<file path="src/design/tctc_pkg.sv">
// Shared types, codes and fixed-point helpers of the timed cover tilt controller.
// Used by every module of the block but tctc_muldiv; depends on nothing else.
`default_nettype none

package tctc_pkg;

  localparam logic [16:0] FULL_Q = 17'd65536;
  localparam logic [16:0] HALF_Q = 17'd32768;

  // Operations (direction of travel).
  localparam logic [1:0] OP_IDLE  = 2'd0;
  localparam logic [1:0] OP_OPEN  = 2'd1;
  localparam logic [1:0] OP_CLOSE = 2'd2;

  // Modes of the cover state machine.
  localparam logic [1:0] M_IDLE     = 2'd0;
  localparam logic [1:0] M_MOVING   = 2'd1;
  localparam logic [1:0] M_STOPPING = 2'd2;
  localparam logic [1:0] M_CALIB    = 2'd3;

  // Input commands.
  localparam logic [1:0] CMD_TICK   = 2'd0;
  localparam logic [1:0] CMD_STOP   = 2'd1;
  localparam logic [1:0] CMD_SET    = 2'd2;
  localparam logic [1:0] CMD_TOGGLE = 2'd3;

  // Motor events.
  localparam logic [1:0] EV_NONE  = 2'd0;
  localparam logic [1:0] EV_OPEN  = 2'd1;
  localparam logic [1:0] EV_CLOSE = 2'd2;
  localparam logic [1:0] EV_STOP  = 2'd3;

  // Travel stages of a moving tick.
  localparam logic [1:0] STG_INR = 2'd0;
  localparam logic [1:0] STG_TLT = 2'd1;
  localparam logic [1:0] STG_POS = 2'd2;

  // Register indexes of the configuration port.
  localparam logic [2:0] REG_OPEN_MS     = 3'd0;
  localparam logic [2:0] REG_CLOSE_MS    = 3'd1;
  localparam logic [2:0] REG_TILT_OPEN   = 3'd2;
  localparam logic [2:0] REG_TILT_CLOSE  = 3'd3;
  localparam logic [2:0] REG_ILK_WAIT    = 3'd4;
  localparam logic [2:0] REG_RECAL_CLOSE = 3'd5;
  localparam logic [2:0] REG_RECAL_OPEN  = 3'd6;
  localparam logic [2:0] REG_LINK_MODE   = 3'd7;

  // Default motor timing constants.
  localparam int unsigned DEF_INERTIA_OPEN_MS    = 0;
  localparam int unsigned DEF_INERTIA_CLOSE_MS   = 0;
  localparam int unsigned DEF_ACTIVATION_OPEN_MS  = 0;
  localparam int unsigned DEF_ACTIVATION_CLOSE_MS = 0;

  typedef struct packed {
    logic [21:0] open_ms;
    logic [21:0] close_ms;
    logic [21:0] tilt_open_ms;
    logic [21:0] tilt_close_ms;
    logic [21:0] ilk_wait_ms;
    logic [21:0] recal_close_ms;
    logic [21:0] recal_open_ms;
    logic [1:0]  link_mode;
  } cfg_t;

  // Commands from the sequencer to the datapath.
  typedef struct packed {
    logic       load;
    logic       item;
    logic [1:0] stage;
    logic       div_go;
    logic       apply;
    logic       mul_go;
    logic       trav;
    logic       out_load;
  } ctl_t;

  // Status from the datapath to the sequencer.
  typedef struct packed {
    logic go_move;
    logic stage_on;
    logic stage_end;
    logic md_done;
  } sts_t;

  // Rounds a Q16 value to the nearest 1/100 of full scale.
  function automatic logic [16:0] round_hundredth(input logic [16:0] v);
    logic [23:0] t;
    logic [6:0]  k;
    logic [20:0] x;
    logic [42:0] m;
    t = 24'(v) * 24'd100 + 24'd32768;
    k = t[22:16];
    x = {k, 14'b0} + 21'd12;
    // x / 25 through a reciprocal that is exact for x below 2**21.
    m = 43'(x) * 43'd2684355;
    return m[42:26];
  endfunction

  function automatic logic [1:0] dir_of(input logic [16:0] goal, input logic [16:0] cur);
    logic [1:0] d;
    if (goal == cur) d = OP_IDLE;
    else if (goal < cur) d = OP_CLOSE;
    else d = OP_OPEN;
    return d;
  endfunction

endpackage

`default_nettype wire

</file>
<file path="src/design/tctc_muldiv.sv">
// Shared iterative unit: 48 by 22 bit restoring divider and 49 by 22 bit shift-add multiplier.
// Standalone; used by the datapath of the timed cover tilt controller.
`default_nettype none

module tctc_muldiv (
  input  wire logic        clk,
  input  wire logic        rst,
  input  wire logic        div_go,
  input  wire logic        mul_go,
  input  wire logic [47:0] dividend,
  input  wire logic [21:0] divisor,
  input  wire logic [48:0] mcand,
  input  wire logic [21:0] mplier,
  output logic             done,
  output logic [47:0]      quo,
  output logic [31:0]      prod_mid
);

  logic        busy;
  logic        is_mul;
  logic [5:0]  cnt;
  logic [21:0] rem;
  logic [21:0] dvs;
  logic [48:0] mc;
  logic [70:0] prod;
  logic [22:0] rem_sh;
  logic [22:0] diff;
  logic [49:0] psum;

  assign rem_sh   = {rem, quo[47]};
  assign diff     = rem_sh - {1'b0, dvs};
  assign psum     = {1'b0, prod[70:22]} + (prod[0] ? {1'b0, mc} : 50'd0);
  assign prod_mid = prod[47:16];

  always_ff @(posedge clk) begin
    if (rst) begin
      busy <= 1'b0;
      done <= 1'b0;
      cnt  <= '0;
    end else begin
      done <= 1'b0;
      if (div_go) begin
        busy   <= 1'b1;
        is_mul <= 1'b0;
        cnt    <= 6'd47;
      end else if (mul_go) begin
        busy   <= 1'b1;
        is_mul <= 1'b1;
        cnt    <= 6'd21;
      end else if (busy) begin
        cnt <= cnt - 6'd1;
        if (cnt == 6'd0) begin
          busy <= 1'b0;
          done <= 1'b1;
        end
      end
    end
  end

  always_ff @(posedge clk) begin
    if (div_go) begin
      quo <= dividend;
      rem <= '0;
      dvs <= divisor;
    end else if (mul_go) begin
      mc   <= mcand;
      prod <= {49'b0, mplier};
    end else if (busy) begin
      if (is_mul) begin
        prod <= {psum, prod[21:1]};
      end else if (!diff[22]) begin
        rem <= diff[21:0];
        quo <= {quo[46:0], 1'b1};
      end else begin
        rem <= rem_sh[21:0];
        quo <= {quo[46:0], 1'b0};
      end
    end
  end

endmodule

`default_nettype wire

</file>
<file path="src/design/tctc_datapath.sv">
// Datapath of the timed cover tilt controller: cover state, travel arithmetic, result word.
// Depends on tctc_pkg and tctc_muldiv; driven by tctc_ctrl.
`default_nettype none

module tctc_datapath #(
  parameter int unsigned INERTIA_OPEN_MS     = tctc_pkg::DEF_INERTIA_OPEN_MS,
  parameter int unsigned INERTIA_CLOSE_MS    = tctc_pkg::DEF_INERTIA_CLOSE_MS,
  parameter int unsigned ACTIVATION_OPEN_MS  = tctc_pkg::DEF_ACTIVATION_OPEN_MS,
  parameter int unsigned ACTIVATION_CLOSE_MS = tctc_pkg::DEF_ACTIVATION_CLOSE_MS
) (
  input  wire logic                clk,
  input  wire logic                rst,
  input  wire tctc_pkg::ctl_t      ctl,
  output tctc_pkg::sts_t           sts,
  input  wire tctc_pkg::cfg_t      cfg,
  input  wire logic [1:0]          command,
  input  wire logic [15:0]         elapsed_ms,
  input  wire logic                has_position,
  input  wire logic [16:0]         target_position,
  input  wire logic                has_tilt,
  input  wire logic [16:0]         target_tilt,
  output logic [1:0]               motor_event,
  output logic [1:0]               operation,
  output logic [16:0]              position_report,
  output logic [16:0]              tilt_report,
  output logic                     publish
);

  localparam logic [15:0] IN_OPEN  = 16'(INERTIA_OPEN_MS);
  localparam logic [15:0] IN_CLOSE = 16'(INERTIA_CLOSE_MS);
  localparam logic [21:0] AC_OPEN  = 22'(ACTIVATION_OPEN_MS);
  localparam logic [21:0] AC_CLOSE = 22'(ACTIVATION_CLOSE_MS);

  // Latched item.
  logic [1:0]  i_cmd;
  logic        i_hp, i_ht;
  logic [16:0] i_tp, i_tg;

  // Cover state.
  logic [1:0]  mode, cur_op, prev_op, ilk_dir, ev;
  logic        pub;
  logic [16:0] est_pos, est_tilt, gpos, gtilt;
  logic        gpok, gtok;
  logic [31:0] time_now, last_rec, last_pub, ilk_stamp, travel;
  logic [21:0] act_left, recal;
  logic signed [17:0] lvl;
  logic [48:0] rest_abs;

  logic [1:0]  mode_next, cur_op_next, prev_op_next, ilk_dir_next, ev_next;
  logic        pub_next;
  logic [16:0] est_pos_next, est_tilt_next, gpos_next, gtilt_next;
  logic        gpok_next, gtok_next;
  logic [31:0] time_now_next, last_rec_next, last_pub_next, ilk_stamp_next, travel_next;
  logic [21:0] act_left_next, recal_next;
  logic signed [17:0] lvl_next;
  logic [48:0] rest_abs_next;

  // Derived configuration.
  logic        tilt_en, closing;
  logic [21:0] toe, tce, tt, md;
  logic [15:0] it;
  logic [9:0]  thr;
  logic [28:0] thr_m;
  logic        inr_on, tlt_on, pos_on;

  // Arithmetic unit.
  logic [47:0] md_quo;
  logic [31:0] md_prod;
  logic        md_done;
  logic [21:0] div_dvs;

  assign tilt_en = (cfg.tilt_open_ms != 22'd0) && (cfg.tilt_close_ms != 22'd0);
  assign toe     = tilt_en ? cfg.tilt_open_ms : 22'd0;
  assign tce     = tilt_en ? cfg.tilt_close_ms : 22'd0;
  assign closing = (cur_op == tctc_pkg::OP_CLOSE);
  assign tt      = closing ? tce : toe;
  assign it      = closing ? IN_CLOSE : IN_OPEN;
  assign md      = ((closing ? cfg.close_ms : cfg.open_ms) == 22'd0) ? 22'd1
                 : (closing ? cfg.close_ms : cfg.open_ms);
  // Publish interval while tilting: a fifth of the tilt time, at most one second.
  assign thr_m   = 29'(tt[12:0]) * 29'd52429;
  assign thr     = (tt >= 22'd5005) ? 10'd1000 : thr_m[27:18];

  assign inr_on = (it != 16'd0) && (closing ? (lvl > -18'sd32768) : (lvl < 18'sd32768));
  assign tlt_on = (tt != 22'd0) && (closing ? (est_tilt != 17'd0) : (est_tilt != tctc_pkg::FULL_Q));
  assign pos_on = closing ? (est_pos != 17'd0) : (est_pos != tctc_pkg::FULL_Q);

  always_comb begin
    case (ctl.stage)
      tctc_pkg::STG_INR: div_dvs = 22'(it);
      tctc_pkg::STG_TLT: div_dvs = tt;
      default:           div_dvs = md;
    endcase
  end

  tctc_muldiv u_muldiv (
    .clk      (clk),
    .rst      (rst),
    .div_go   (ctl.div_go),
    .mul_go   (ctl.mul_go),
    .dividend ({travel, 16'b0}),
    .divisor  (div_dvs),
    .mcand    (rest_abs),
    .mplier   ((ctl.stage == tctc_pkg::STG_INR) ? 22'(it) : tt),
    .done     (md_done),
    .quo      (md_quo),
    .prod_mid (md_prod)
  );

  function automatic logic at_goal(input logic [1:0] op, input logic ok,
                                   input logic [16:0] goal, input logic [16:0] cur);
    logic r;
    if (op == tctc_pkg::OP_OPEN) r = !ok || (cur >= goal);
    else if (op == tctc_pkg::OP_CLOSE) r = ok && (cur <= goal);
    else r = 1'b1;
    return r;
  endfunction

  function automatic logic at_extreme(input logic [16:0] p, input logic [16:0] t,
                                      input logic [21:0] o_eff, input logic [21:0] c_eff);
    return ((p == 17'd0) && ((c_eff == 22'd0) || (t == 17'd0))) ||
           ((p == tctc_pkg::FULL_Q) && ((o_eff == 22'd0) || (t == tctc_pkg::FULL_Q)));
  endfunction

  always_comb begin
    logic [1:0]  c, d;
    logic        start;
    logic [31:0] now, trav, lp;
    logic signed [49:0] step, lv, cl, rest;
    logic [16:0] v;

    mode_next      = mode;
    cur_op_next    = cur_op;
    prev_op_next   = prev_op;
    ilk_dir_next   = ilk_dir;
    ev_next        = ev;
    pub_next       = pub;
    est_pos_next   = est_pos;
    est_tilt_next  = est_tilt;
    gpos_next      = gpos;
    gtilt_next     = gtilt;
    gpok_next      = gpok;
    gtok_next      = gtok;
    time_now_next  = time_now;
    last_rec_next  = last_rec;
    last_pub_next  = last_pub;
    ilk_stamp_next = ilk_stamp;
    travel_next    = travel;
    act_left_next  = act_left;
    recal_next     = recal;
    lvl_next       = lvl;
    rest_abs_next  = rest_abs;
    sts            = '0;
    c     = cur_op;
    d     = tctc_pkg::OP_IDLE;
    start = 1'b0;
    now   = time_now;
    trav  = 32'd0;
    lp    = last_pub;
    step  = $signed({2'b0, md_quo});
    lv    = '0;
    cl    = '0;
    rest  = '0;
    v     = '0;

    case (ctl.stage)
      tctc_pkg::STG_INR: sts.stage_on = inr_on;
      tctc_pkg::STG_TLT: sts.stage_on = tlt_on;
      default:           sts.stage_on = pos_on;
    endcase
    sts.md_done = md_done;

    if (ctl.load) begin
      ev_next  = tctc_pkg::EV_NONE;
      pub_next = 1'b0;
      if (command == tctc_pkg::CMD_TICK) time_now_next = time_now + 32'(elapsed_ms);
    end else if (ctl.item) begin
      case (i_cmd)
        tctc_pkg::CMD_STOP: begin
          gpok_next = 1'b0;
          gtok_next = 1'b0;
          mode_next = tctc_pkg::M_STOPPING;
        end
        tctc_pkg::CMD_SET: begin
          if (i_hp || i_ht) begin
            gtok_next  = i_ht;
            gtilt_next = i_tg;
            gpok_next  = i_hp;
            if (i_hp) begin
              gpos_next = i_tp;
              if ((i_tp == 17'd0) && cfg.link_mode[0] && !i_ht) begin
                gtilt_next = 17'd0;
                gtok_next  = 1'b1;
              end else if ((i_tp == tctc_pkg::FULL_Q) && cfg.link_mode[1] && !i_ht) begin
                gtilt_next = tctc_pkg::FULL_Q;
                gtok_next  = 1'b1;
              end
            end
            if (mode == tctc_pkg::M_MOVING) begin
              if (gpok_next && (gpos_next != est_pos)) d = tctc_pkg::dir_of(gpos_next, est_pos);
              else if (gtok_next && (gtilt_next != est_tilt))
                d = tctc_pkg::dir_of(gtilt_next, est_tilt);
              if (d != cur_op) mode_next = tctc_pkg::M_STOPPING;
            end
            if (mode_next == tctc_pkg::M_CALIB) begin
              if (gpok_next && (((est_pos == 17'd0) && (gpos_next != 17'd0)) ||
                  ((est_pos == tctc_pkg::FULL_Q) && (gpos_next != tctc_pkg::FULL_Q))))
                mode_next = tctc_pkg::M_STOPPING;
              if (gtok_next && (((est_tilt == 17'd0) && (gtilt_next != 17'd0)) ||
                  ((est_tilt == tctc_pkg::FULL_Q) && (gtilt_next != tctc_pkg::FULL_Q))))
                mode_next = tctc_pkg::M_STOPPING;
            end
          end
        end
        tctc_pkg::CMD_TOGGLE: begin
          if (cur_op != tctc_pkg::OP_IDLE) begin
            mode_next = tctc_pkg::M_STOPPING;
            gpok_next = 1'b0;
            gtok_next = 1'b0;
          end else if ((est_pos == 17'd0) && (est_tilt == 17'd0)) begin
            gpos_next = tctc_pkg::FULL_Q;
            gpok_next = 1'b1;
          end else if ((est_pos == tctc_pkg::FULL_Q) && (est_tilt == tctc_pkg::FULL_Q)) begin
            gpos_next = 17'd0;
            gpok_next = 1'b1;
          end else if (prev_op == tctc_pkg::OP_CLOSE) begin
            if (est_pos != tctc_pkg::FULL_Q) begin
              gpos_next = tctc_pkg::FULL_Q;
              gpok_next = 1'b1;
            end else begin
              gtilt_next = tctc_pkg::FULL_Q;
              gtok_next  = 1'b1;
            end
          end else begin
            if (est_pos != 17'd0) begin
              gpos_next = 17'd0;
              gpok_next = 1'b1;
            end else begin
              gtilt_next = 17'd0;
              gtok_next  = 1'b1;
            end
          end
        end
        default: begin
          if (!((mode == tctc_pkg::M_IDLE) && !gpok && !gtok)) begin
            case (mode)
              tctc_pkg::M_CALIB: begin
                if ((now - last_rec) >= 32'(recal)) begin
                  mode_next = tctc_pkg::M_STOPPING;
                  gpok_next = 1'b0;
                  gtok_next = 1'b0;
                end
              end
              tctc_pkg::M_STOPPING: begin
                ev_next = tctc_pkg::EV_STOP;
                if (cur_op != tctc_pkg::OP_IDLE) begin
                  ilk_stamp_next = now;
                  ilk_dir_next   = closing ? tctc_pkg::OP_OPEN : tctc_pkg::OP_CLOSE;
                end else begin
                  ilk_dir_next = tctc_pkg::OP_IDLE;
                end
                mode_next     = tctc_pkg::M_IDLE;
                prev_op_next  = cur_op;
                cur_op_next   = tctc_pkg::OP_IDLE;
                est_pos_next  = tctc_pkg::round_hundredth(est_pos);
                est_tilt_next = tctc_pkg::round_hundredth(est_tilt);
                pub_next      = 1'b1;
              end
              tctc_pkg::M_IDLE: begin
                if (gpok) begin
                  c = tctc_pkg::dir_of(gpos, est_pos);
                  if (c == tctc_pkg::OP_IDLE) begin
                    gpok_next = 1'b0;
                    if (gtok) c = tctc_pkg::dir_of(gtilt, est_tilt);
                  end
                end else begin
                  c = tctc_pkg::dir_of(gtilt, est_tilt);
                end
                start = 1'b1;
                if (c == tctc_pkg::OP_IDLE) begin
                  if (at_extreme(est_pos, est_tilt, toe, tce)) begin
                    c         = (est_pos == 17'd0) ? tctc_pkg::OP_CLOSE : tctc_pkg::OP_OPEN;
                    gpos_next = (est_pos == 17'd0) ? 17'd0 : tctc_pkg::FULL_Q;
                    gpok_next = 1'b1;
                  end else begin
                    gpok_next = 1'b0;
                    gtok_next = 1'b0;
                    start     = 1'b0;
                  end
                end
                cur_op_next = c;
                // A reversal waits out the interlock time after the last stop.
                if (start && (c == ilk_dir) && ((now - ilk_stamp) < 32'(cfg.ilk_wait_ms)))
                  start = 1'b0;
                if (start) begin
                  if (c == tctc_pkg::OP_CLOSE) begin
                    ev_next       = tctc_pkg::EV_CLOSE;
                    recal_next    = cfg.recal_close_ms;
                    act_left_next = AC_CLOSE;
                  end else begin
                    ev_next       = tctc_pkg::EV_OPEN;
                    recal_next    = cfg.recal_open_ms;
                    act_left_next = AC_OPEN;
                  end
                  last_rec_next = now;
                  mode_next     = tctc_pkg::M_MOVING;
                end
              end
              default: begin
                trav          = now - last_rec;
                last_rec_next = now;
                if ((act_left != 22'd0) && (trav <= 32'(act_left))) begin
                  act_left_next = act_left - trav[21:0];
                end else begin
                  if (act_left != 22'd0) begin
                    trav          = trav - 32'(act_left);
                    act_left_next = 22'd0;
                  end
                  travel_next = trav;
                  sts.go_move = 1'b1;
                end
              end
            endcase
          end
        end
      endcase
    end else if (ctl.apply) begin
      case (ctl.stage)
        tctc_pkg::STG_INR: begin
          lv = closing ? (50'(lvl) - step) : (50'(lvl) + step);
          if (lv < -50'sd32768) cl = -50'sd32768;
          else if (lv > 50'sd32768) cl = 50'sd32768;
          else cl = lv;
          rest          = lv - cl;
          lvl_next      = cl[17:0];
          rest_abs_next = rest[49] ? 49'(-rest) : rest[48:0];
          sts.stage_end = (rest == 50'sd0);
        end
        tctc_pkg::STG_TLT: begin
          lv = closing ? ($signed({33'b0, est_tilt}) - step) : ($signed({33'b0, est_tilt}) + step);
          if (lv < 50'sd0) cl = 50'sd0;
          else if (lv > 50'sd65536) cl = 50'sd65536;
          else cl = lv;
          rest          = lv - cl;
          rest_abs_next = rest[49] ? 49'(-rest) : rest[48:0];
          v             = cl[16:0];
          est_tilt_next = v;
          if (!gpok && at_goal(cur_op, gtok, gtilt, v)) begin
            gtok_next     = 1'b0;
            last_pub_next = now;
            est_tilt_next = tctc_pkg::round_hundredth(v);
            if ((recal != 22'd0) && at_extreme(est_pos, est_tilt_next, toe, tce)) begin
              mode_next = tctc_pkg::M_CALIB;
              pub_next  = 1'b1;
            end else begin
              mode_next = tctc_pkg::M_STOPPING;
            end
            sts.stage_end = 1'b1;
          end else begin
            if ((now - last_pub) > 32'(thr)) begin
              pub_next      = 1'b1;
              last_pub_next = now;
            end
            sts.stage_end = (rest == 50'sd0);
          end
        end
        default: begin
          v = est_pos;
          if (pos_on) begin
            lv = closing ? ($signed({33'b0, est_pos}) - step) : ($signed({33'b0, est_pos}) + step);
            if (lv < 50'sd0) cl = 50'sd0;
            else if (lv > 50'sd65536) cl = 50'sd65536;
            else cl = lv;
            v = cl[16:0];
          end
          est_pos_next = v;
          if (at_goal(cur_op, gpok, gpos, v)) begin
            gpok_next    = 1'b0;
            lp           = now;
            est_pos_next = tctc_pkg::round_hundredth(v);
            if ((recal != 22'd0) && at_extreme(est_pos_next, est_tilt, toe, tce)) begin
              mode_next = tctc_pkg::M_CALIB;
              pub_next  = 1'b1;
            end else begin
              mode_next = tctc_pkg::M_STOPPING;
            end
          end
          last_pub_next = lp;
          if ((now - lp) > 32'd1000) begin
            pub_next      = 1'b1;
            last_pub_next = now;
          end
          sts.stage_end = 1'b1;
        end
      endcase
    end else if (ctl.trav) begin
      travel_next = md_prod;
    end
  end

  always_ff @(posedge clk) begin
    if (ctl.load) begin
      i_cmd <= command;
      i_hp  <= has_position;
      i_ht  <= has_tilt;
      i_tp  <= (target_position > tctc_pkg::FULL_Q) ? tctc_pkg::FULL_Q : target_position;
      i_tg  <= (target_tilt > tctc_pkg::FULL_Q) ? tctc_pkg::FULL_Q : target_tilt;
    end
    rest_abs <= rest_abs_next;
    travel   <= travel_next;
    if (ctl.out_load) begin
      motor_event     <= ev;
      operation       <= cur_op;
      position_report <= est_pos;
      tilt_report     <= est_tilt;
      publish         <= pub;
    end
  end

  always_ff @(posedge clk) begin
    if (rst) begin
      mode      <= tctc_pkg::M_IDLE;
      cur_op    <= tctc_pkg::OP_IDLE;
      prev_op   <= tctc_pkg::OP_IDLE;
      ilk_dir   <= tctc_pkg::OP_IDLE;
      ev        <= tctc_pkg::EV_NONE;
      pub       <= 1'b0;
      est_pos   <= tctc_pkg::HALF_Q;
      est_tilt  <= tctc_pkg::HALF_Q;
      gpos      <= 17'd0;
      gtilt     <= 17'd0;
      gpok      <= 1'b0;
      gtok      <= 1'b0;
      time_now  <= 32'd0;
      last_rec  <= 32'd0;
      last_pub  <= 32'd0;
      ilk_stamp <= 32'd0;
      act_left  <= 22'd0;
      recal     <= 22'd0;
      lvl       <= 18'sd0;
    end else begin
      mode      <= mode_next;
      cur_op    <= cur_op_next;
      prev_op   <= prev_op_next;
      ilk_dir   <= ilk_dir_next;
      ev        <= ev_next;
      pub       <= pub_next;
      est_pos   <= est_pos_next;
      est_tilt  <= est_tilt_next;
      gpos      <= gpos_next;
      gtilt     <= gtilt_next;
      gpok      <= gpok_next;
      gtok      <= gtok_next;
      time_now  <= time_now_next;
      last_rec  <= last_rec_next;
      last_pub  <= last_pub_next;
      ilk_stamp <= ilk_stamp_next;
      act_left  <= act_left_next;
      recal     <= recal_next;
      lvl       <= lvl_next;
    end
  end

endmodule

`default_nettype wire

</file>
<file path="src/design/tctc_ctrl.sv">
// Sequencer of the timed cover tilt controller: steps moving ticks through travel stages.
// Depends on tctc_pkg; drives tctc_datapath through command and status structs.
`default_nettype none

module tctc_ctrl (
  input  wire logic           clk,
  input  wire logic           rst,
  input  wire logic           in_valid,
  output logic                in_stall,
  output logic                out_valid,
  input  wire logic           out_stall,
  output tctc_pkg::ctl_t      ctl,
  input  wire tctc_pkg::sts_t sts
);

  localparam logic [2:0] S_WAIT  = 3'd0;
  localparam logic [2:0] S_ITEM  = 3'd1;
  localparam logic [2:0] S_CHK   = 3'd2;
  localparam logic [2:0] S_DIV   = 3'd3;
  localparam logic [2:0] S_APPLY = 3'd4;
  localparam logic [2:0] S_MULGO = 3'd5;
  localparam logic [2:0] S_MUL   = 3'd6;
  localparam logic [2:0] S_DONE  = 3'd7;

  logic [2:0] state, state_next;
  logic [1:0] stage, stage_next;
  logic       out_valid_next;

  assign in_stall = (state != S_WAIT);

  always_comb begin
    state_next     = state;
    stage_next     = stage;
    out_valid_next = out_valid && out_stall;
    ctl            = '0;
    ctl.stage      = stage;
    case (state)
      S_WAIT: begin
        if (in_valid) begin
          ctl.load   = 1'b1;
          state_next = S_ITEM;
        end
      end
      S_ITEM: begin
        ctl.item   = 1'b1;
        stage_next = tctc_pkg::STG_INR;
        state_next = sts.go_move ? S_CHK : S_DONE;
      end
      S_CHK: begin
        if (sts.stage_on) begin
          ctl.div_go = 1'b1;
          state_next = S_DIV;
        end else if (stage == tctc_pkg::STG_POS) begin
          state_next = S_APPLY;
        end else begin
          stage_next = stage + 2'd1;
        end
      end
      S_DIV: begin
        if (sts.md_done) state_next = S_APPLY;
      end
      S_APPLY: begin
        ctl.apply  = 1'b1;
        state_next = sts.stage_end ? S_DONE : S_MULGO;
      end
      S_MULGO: begin
        ctl.mul_go = 1'b1;
        state_next = S_MUL;
      end
      S_MUL: begin
        if (sts.md_done) begin
          ctl.trav   = 1'b1;
          stage_next = stage + 2'd1;
          state_next = S_CHK;
        end
      end
      default: begin
        if (!out_valid || !out_stall) begin
          ctl.out_load   = 1'b1;
          out_valid_next = 1'b1;
          state_next     = S_WAIT;
        end
      end
    endcase
  end

  always_ff @(posedge clk) begin
    if (rst) begin
      state     <= S_WAIT;
      stage     <= tctc_pkg::STG_INR;
      out_valid <= 1'b0;
    end else begin
      state     <= state_next;
      stage     <= stage_next;
      out_valid <= out_valid_next;
    end
  end

endmodule

`default_nettype wire

</file>
<file path="src/design/timed_cover_tilt_controller.sv">
// Timed cover tilt controller: estimates blind position and slat tilt from elapsed time.
// Top level; depends on tctc_pkg, tctc_ctrl, tctc_datapath and tctc_muldiv.
`default_nettype none

// Each input word is one command (tick, stop, set targets, toggle) and yields exactly one
// result word with the motor event, the current operation, the Q16 position and tilt
// estimates and a publish flag. Words are taken one at a time: a stop, set-targets or
// toggle word, or a tick that does not advance a moving cover, is latched, applied to
// the cover state and then loaded into the output register. A tick that advances a
// moving cover runs up to three travel stages (inertia ramp, tilt, position) on one
// shared iterative divider and multiplier: each stage that is active runs a 48-bit
// division, and a stage that hands leftover time to the next adds a multiplication.
// The input is stalled until the result is in the output register; a new word may be
// accepted while that result waits to be taken. Configuration is an APB-style register
// port with pready always high; it must only be written while the block is idle.

module timed_cover_tilt_controller #(
  parameter int unsigned INERTIA_OPEN_MS     = tctc_pkg::DEF_INERTIA_OPEN_MS,
  parameter int unsigned INERTIA_CLOSE_MS    = tctc_pkg::DEF_INERTIA_CLOSE_MS,
  parameter int unsigned ACTIVATION_OPEN_MS  = tctc_pkg::DEF_ACTIVATION_OPEN_MS,
  parameter int unsigned ACTIVATION_CLOSE_MS = tctc_pkg::DEF_ACTIVATION_CLOSE_MS
) (
  input  wire logic        clk,
  input  wire logic        rst,
  input  wire logic        in_valid,
  output logic             in_stall,
  input  wire logic [1:0]  command,
  input  wire logic [15:0] elapsed_ms,
  input  wire logic        has_position,
  input  wire logic [16:0] target_position,
  input  wire logic        has_tilt,
  input  wire logic [16:0] target_tilt,
  output logic             out_valid,
  input  wire logic        out_stall,
  output logic [1:0]       motor_event,
  output logic [1:0]       operation,
  output logic [16:0]      position_report,
  output logic [16:0]      tilt_report,
  output logic             publish,
  input  wire logic        psel,
  input  wire logic        penable,
  input  wire logic        pwrite,
  input  wire logic [4:0]  paddr,
  input  wire logic [31:0] pwdata,
  output logic [31:0]      prdata,
  output logic             pready
);

  tctc_pkg::cfg_t cfg;
  tctc_pkg::ctl_t ctl;
  tctc_pkg::sts_t sts;
  logic           cfg_wr;

  // Register file. Every register is 22 bits or less, so each sits at 4 * index.
  assign pready = 1'b1;
  assign cfg_wr = psel && penable && pwrite && pready;

  always_ff @(posedge clk) begin
    if (rst) begin
      cfg.open_ms        <= 22'd10000;
      cfg.close_ms       <= 22'd10000;
      cfg.tilt_open_ms   <= 22'd0;
      cfg.tilt_close_ms  <= 22'd0;
      cfg.ilk_wait_ms    <= 22'd0;
      cfg.recal_close_ms <= 22'd0;
      cfg.recal_open_ms  <= 22'd0;
      cfg.link_mode      <= 2'd0;
    end else if (cfg_wr) begin
      case (paddr[4:2])
        tctc_pkg::REG_OPEN_MS:     cfg.open_ms        <= pwdata[21:0];
        tctc_pkg::REG_CLOSE_MS:    cfg.close_ms       <= pwdata[21:0];
        tctc_pkg::REG_TILT_OPEN:   cfg.tilt_open_ms   <= pwdata[21:0];
        tctc_pkg::REG_TILT_CLOSE:  cfg.tilt_close_ms  <= pwdata[21:0];
        tctc_pkg::REG_ILK_WAIT:    cfg.ilk_wait_ms    <= pwdata[21:0];
        tctc_pkg::REG_RECAL_CLOSE: cfg.recal_close_ms <= pwdata[21:0];
        tctc_pkg::REG_RECAL_OPEN:  cfg.recal_open_ms  <= pwdata[21:0];
        default:                   cfg.link_mode      <= pwdata[1:0];
      endcase
    end
  end

  always_comb begin
    case (paddr[4:2])
      tctc_pkg::REG_OPEN_MS:     prdata = 32'(cfg.open_ms);
      tctc_pkg::REG_CLOSE_MS:    prdata = 32'(cfg.close_ms);
      tctc_pkg::REG_TILT_OPEN:   prdata = 32'(cfg.tilt_open_ms);
      tctc_pkg::REG_TILT_CLOSE:  prdata = 32'(cfg.tilt_close_ms);
      tctc_pkg::REG_ILK_WAIT:    prdata = 32'(cfg.ilk_wait_ms);
      tctc_pkg::REG_RECAL_CLOSE: prdata = 32'(cfg.recal_close_ms);
      tctc_pkg::REG_RECAL_OPEN:  prdata = 32'(cfg.recal_open_ms);
      default:                   prdata = 32'(cfg.link_mode);
    endcase
  end

  // The sequencer owns the handshakes; the datapath owns the cover state and result word.
  tctc_ctrl u_ctrl (
    .clk       (clk),
    .rst       (rst),
    .in_valid  (in_valid),
    .in_stall  (in_stall),
    .out_valid (out_valid),
    .out_stall (out_stall),
    .ctl       (ctl),
    .sts       (sts)
  );

  tctc_datapath #(
    .INERTIA_OPEN_MS     (INERTIA_OPEN_MS),
    .INERTIA_CLOSE_MS    (INERTIA_CLOSE_MS),
    .ACTIVATION_OPEN_MS  (ACTIVATION_OPEN_MS),
    .ACTIVATION_CLOSE_MS (ACTIVATION_CLOSE_MS)
  ) u_datapath (
    .clk             (clk),
    .rst             (rst),
    .ctl             (ctl),
    .sts             (sts),
    .cfg             (cfg),
    .command         (command),
    .elapsed_ms      (elapsed_ms),
    .has_position    (has_position),
    .target_position (target_position),
    .has_tilt        (has_tilt),
    .target_tilt     (target_tilt),
    .motor_event     (motor_event),
    .operation       (operation),
    .position_report (position_report),
    .tilt_report     (tilt_report),
    .publish         (publish)
  );

  // A word just accepted keeps the input stalled while it is being worked on.
  a_busy_after_accept: assert property (@(posedge clk) disable iff (rst)
    (in_valid && !in_stall) |=> in_stall)
    else $error("input not stalled after accepting a word");

  // A stop event always leaves the cover with no operation in progress.
  a_stop_is_idle: assert property (@(posedge clk) disable iff (rst)
    (out_valid && (motor_event == tctc_pkg::EV_STOP)) |-> (operation == tctc_pkg::OP_IDLE))
    else $error("stop event reported with an operation in progress");

  // Estimates never leave the Q16 range.
  a_report_range: assert property (@(posedge clk) disable iff (rst)
    out_valid |-> ((position_report <= tctc_pkg::FULL_Q) && (tilt_report <= tctc_pkg::FULL_Q)))
    else $error("position or tilt estimate beyond full scale");

endmodule

`default_nettype wire
</file>
<file path="config.mk">
export PLATFORM = sky130hd
export DESIGN_NAME = timed_cover_tilt_controller
export DESIGN_NICKNAME = d
export VERILOG_FILES = /design/src/design/tctc_pkg.sv /design/src/design/tctc_muldiv.sv /design/src/design/tctc_datapath.sv /design/src/design/tctc_ctrl.sv /design/src/design/timed_cover_tilt_controller.sv
export SDC_FILE = /design/constraint.sdc
export NUM_CORES = 2
export LEC_CHECK = 0
export ABC_AREA = 1
export BUFFER_PORTS_ARGS = -buffer_cell sky130_fd_sc_hd__buf_2
export CELL_PAD_IN_SITES_DETAIL_PLACEMENT = 2
export CELL_PAD_IN_SITES_GLOBAL_PLACEMENT = 2
export CORE_ASPECT_RATIO = 0.9
export CORE_MARGIN = 2
export CORE_UTILIZATION = 34
export CTS_CLUSTER_DIAMETER = 100
export DETAILED_ROUTE_END_ITERATION = 10
export GPL_ROUTABILITY_DRIVEN = 0
export PLACE_DENSITY = 0.78
export SYNTH_ARGS = -nofsm -noshare
export SYNTH_HDL_FRONTEND = slang
export SYNTH_SLANG_ARGS = --single-unit
</file>
<file path="constraint.sdc">
create_clock -name clk -period 11.6 [get_ports clk]
set_clock_uncertainty 0.05 [all_clocks]
set_input_delay 2.32 -clock clk [delete_from_list [all_inputs] [get_ports clk]]
set_output_delay 2.32 -clock clk [all_outputs]
set_load 0.02 [all_outputs]
</file>
==> results of run 1 <==
==> through the flow <==
stage / hold slack [ps] / std cells / setup slack [ps] / util [%] / area [sq um]
detailed placement: 355 / 18800 / -2220 / 39.6 / 112000
CTS: 370 / 19200 / -464 / 42.7 / 121000
floorplan: 350 / 13900 / 135 / - / 96500
global placement: 354 / 18800 / -1210 / 39.6 / 112000
==> cells by family after synthesis <==
family	Yosys count	synth area share [%]
and+or+nand+nor	5147	22.8
AOI/OAI and AO/OA	2988	17.5
buffers and inverters	2639	10.6
adders and majority gates	1749	24.3
DFF	812	20.3
xor gates and xnor gates	471	4.34
muxes	5	0.0519
other	2	0.00779
==> routing by layer <==
layer | overflow | track usage (%)
met5 | 0 | 29.6
met4 | 19 | 62.5
met3 | 5 | 46.6
met2 | 10 | 81.0
met1 | 0 | 60.7
==> repair_timing <==
| action | in CTS |
|---|---|
| setup buffers | 118 |
| gates resized for setup | 947 |
| hold buffers | 0 |
| setup endpoints to repair | 56 |
| pin swaps | 298 |
==> parameters.txt, run 1 <==
Parameter                              Value

Status
  Run status    stopped before the end
  Error that ended the run    [ERROR GRT-0232] Routing congestion too high. Check the congestion heatmap in the GUI.
  Stopping stage    global routing (5_1_grt)

Floorplanning
  Number of top-level pins    about 170
  Row count    185
  X dimension of the die    about 570 microns
  Vertical die dimension    509 microns
  Starting density of the core    34.2%

Placement
  Buffers on Ports    148
  Post-DP HPWL    just under 400000 microns

Synth
  Mapped Area    96400 sq um
  Synthesis-stage register bit count    812
  Most used standard cell by instance count after synthesis    nand2_1
  Post-Synthesis Mean Instance Area    6.98 sq um
  Largest cells by area after synthesis    ha_1 20%, nand2_1 11%, edfxtp_1 10%
  Count of unique library cells instantiated by Yosys    94
  Synth Flop Type    dfxtp_1
  Cell type with the highest aggregate area in the netlist    ha_1
  Number of instances in the synthesized netlist    13800
  Yosys warning total    0
  Part of the Yosys area used for sequential elements    20.3%
  Share of the synthesized area in the top cell type    between 10% and 20%
  List of most frequent post-synthesis cells    2781 x nand2_1, 2202 x inv_1, 1538 x ha_1
  EDFF count, synth    approximately 330
  Async SR Flop Fraction    0%

Global route
  Pin count of the biggest net entering global routing    around 190
  Number of antenna violations at the first check in global routing    157
  Total routing resource utilization after global routing    62.7%
  GRT Residual Overflow    34

Clocking
  Maximum level of the CTS H-tree    3
  CTS Root Cell    clkbuf_16
  Maximum buffer depth of the clock tree    3
  Sink count of the clock tree    812
  CTS buffer count    107

STA
  Worst-path endpoint after global-route repair_timing    u_datapath.pub$_SDFFE_PP0P_/D
  Worst ep type    register input
==> run 2: changes to the inputs <==
CELL_PAD_IN_SITES_DETAIL_PLACEMENT = unset   (was 2)
CELL_PAD_IN_SITES_GLOBAL_PLACEMENT = unset   (was 2)
CORE_ASPECT_RATIO = unset   (was 0.9)
CORE_UTILIZATION = 40   (was 34)
CTS_CLUSTER_DIAMETER = unset   (was 100)
PLACE_DENSITY = unset   (was 0.78)
PLACE_DENSITY_LB_ADDON = 0.15   (was unset)
clock period = 15.1 ns   (was 11.6 ns; I/O delays follow)
==> run 2 against run 1 <==
Net effect:
- the run now ends clean
- area after synthesis did not move
- synthesized cell count did not move
==> parameters.txt, run 2 <==
Parameter                              Value

Synth
  Post-Synthesis Mean Instance Area    6.98 sq um (unchanged)
  Synthesis-stage register bit count    812 (unchanged)
  Mapped Area    96400 sq um (unchanged)
  Largest cells by area after synthesis    ha_1 20%, nand2_1 11%, edfxtp_1 10%
  Count of unique library cells instantiated by Yosys    94 (unchanged)
  Part of the Yosys area used for sequential elements    20.3% (unchanged)
  Async SR Flop Fraction    0% (unchanged)
  Cell type with the highest aggregate area in the netlist    ha_1
  List of most frequent post-synthesis cells    2781 x nand2_1, 2202 x inv_1, 1538 x ha_1
  Share of the synthesized area in the top cell type    20.0% (unchanged)
  Number of instances in the synthesized netlist    13800 (unchanged)
  Yosys warning total    0 (unchanged)
  Synth Flop Type    dfxtp_1
  Most used standard cell by instance count after synthesis    nand2_1
  EDFF count, synth    333 (unchanged)

STA
  Min Tclk post-route    14040 ps
  Final setup violating endpoints    0
  Setup repair after global routing missed its margin    false
  Worst slew margin    10.2%
  Max Slew Vio Count    0
  Final number of hold-violating endpoints    0
  Setup tns final    0 ps
  Transition time of the tightest slew-check pin    ~1300 ps
  Minimum setup slack in the final design    1060 ps
  Achievable frequency    just over 70 MHz
  Period utilization    93.0%

Clocking
  Reg clk slew, reported paths    70 ps
  Maximum buffer depth of the clock tree    3 (unchanged)
  CTS buffer count    102 (-4.7%)
  Clock latency at the later pin of the worst-skew pair    790 ps
  CTS Root Cell    clkbuf_16
  Sink count of the clock tree    812 (unchanged)
  CTS tree    done
  Cts hold-fix bufs    0 (unchanged)
  Maximum level of the CTS H-tree    3 (unchanged)

Final layout
  Layout overhead on the synthesized area    8.35%
  Max FFs per register    156
  Fraction of final layout cells sized beyond drive strength 1    about 5.5%
  Leading cell types in the layout, fill and taps excluded    2779 x nand2_1, 2200 x inv_1, 1535 x ha_1
  Commonest non-fill, non-tap cell in the layout    nand2_1
  Final Instance Count excl. Fillers    17200
  Biggest registers after layout    cfg (156), u_datapath.u_muldiv.prod (71)
  Most flop-heavy register    cfg
  Net total in the final layout    roughly 16000

Hold path
  Worst hold-check path type    reg -> reg

Critical path
  Critical-path maximum fanout    8
  Slowest stage cell on the critical path    fa_1
  Bufs and invs on worst path    15
  Kind of critical path    reg -> reg
  Worst Path Arrival    14710 ps
  Critical Path Source Type    flip-flop
  Worst stage delay on the critical path    between 500 and 600 ps
  Worst path top cell family by delay    adder cells
  CP required    15760 ps
  Critical path capture point type    flip-flop

Floorplanning
  Number of top-level pins    172 (unchanged)
  Core region area    240000 sq um
  X dimension of the die    495 microns (-12%)
  Starting density of the core    40.1% (+6.0 points)
  Die Footprint    245000 sq um
  Row count    180 (-2.7%)
  Vertical die dimension    495 microns (-2.8%)

Detailed routing
  Via density per instance    between 5 and 6
  Number of detailed-route iterations in the first pass    9
  DRC viols    0
  Initial DRC Count    between 8000 and 9000
  Via count    between 90000 and 100k
  Final Routed Wirelength    345000 microns
  Number of nets with antenna violations after detailed routing    0
  Wire per inst    20.1 microns

Placement
  Dpl ws    830 ps (+3050 ps)
  Number of placed instances, taps included    17000 (-9.9%)
  Post-DP HPWL    281000 microns (-29%)
  Buffers on Ports    148 (unchanged)

Global route
  Via count of the first global-routing pass    about 87000
  GRT Residual Overflow    0
  Number of antenna violations at the first check in global routing    20
  First-pass GRT wire length    527000 microns
  Pin count of the biggest net entering global routing    113
  Total routing resource utilization after global routing    27.6%

Run
  Max-cap violation count    0

Status
  Run status    finished, final reports clean
-- run 2: cell counts after synthesis --
Identical to the previous run, type by type.
-- run 2: timing repair --
item / in CTS / in global routing
setup buffers: 0 / 1
endpoints found under the hold margin: 0 / 0
endpoints found under the setup margin: 0 / 2
gates resized for setup: 0 / 7
-- run 2: worst reg2reg max path, delay by kind of cell, from the launching register on --
kind | cells | cell delay, ps
buffers and inverters | 15 | 1780
adder cells (fa/ha/maj) | 16 | 5290
AO/OA/AOI/OAI | 11 | 2420
flip-flops | 1 | 460
AND/OR/NAND/NOR | 25 | 3630
XOR/XNOR | 2 | 350
-- run 2: logic make-up after synthesis --
family          count (synthesis)  share of synthesized area [%]
flops                         812                           20.3
mux                             5                         0.0519
compound gates               2988                           17.5
fa+ha+maj                    1749                           24.3
xor+xnor                      471                           4.34
buf+inv                      2639                           10.6
other cells                     2                        0.00779
simple gates                 5147                           22.8
-- run 2: metrics by stage --
step | cell area (sq um) | util (%) | hold WS [ps]
2_1_floorplan | 96500 | - | 350
3_3_place_gp | 101000 | 42.1 | 351
3_5_place_dp | 101000 | 42.1 | 355
4_1_cts | 104000 | 43.5 | 357
5_1_grt | 104000 | 43.5 | 366
6_report | 104000 | 43.5 | 354
-- run 2: routing by layer --
layer	vias up	GRT usage [%]	wire length (microns)
met5	-	0	294
met4	30	11.5	16700
met3	640	4.26	25500
met2	3055	43.2	148000
met1	42900	37.7	154000
li1	46400	-	-
-- run 2: area by class of cell --
cell class                 count  area (sq um)
clock inverter                53           576
multi-input combinational  10400         66900
clock buffer                 138          2850
fill                       25500        136000
inverter                    2277          8590
timing repair buffer         305          1940
sequential                   812         19600
tap                         3185          3990
antenna                        6          15.0
-- run 2: path summary, 6_finish.rpt --
kind	from	to	slack, ps	depth (start not counted)
setup / recovery	u_datapath.est_pos[0]	u_datapath.pub	1060	69
hold / removal	u_datapath.rest_abs[11]	u_datapath.u_muldiv.mc[11]	350	0
setup reg to reg	u_datapath.est_pos[0]	u_datapath.pub	1060	69
hold reg to reg	u_datapath.rest_abs[11]	u_datapath.u_muldiv.mc[11]	350	0
Power of run 2 is not shown: default switching activity piles up to over one toggle a cycle in this logic, so the estimate is an artifact.
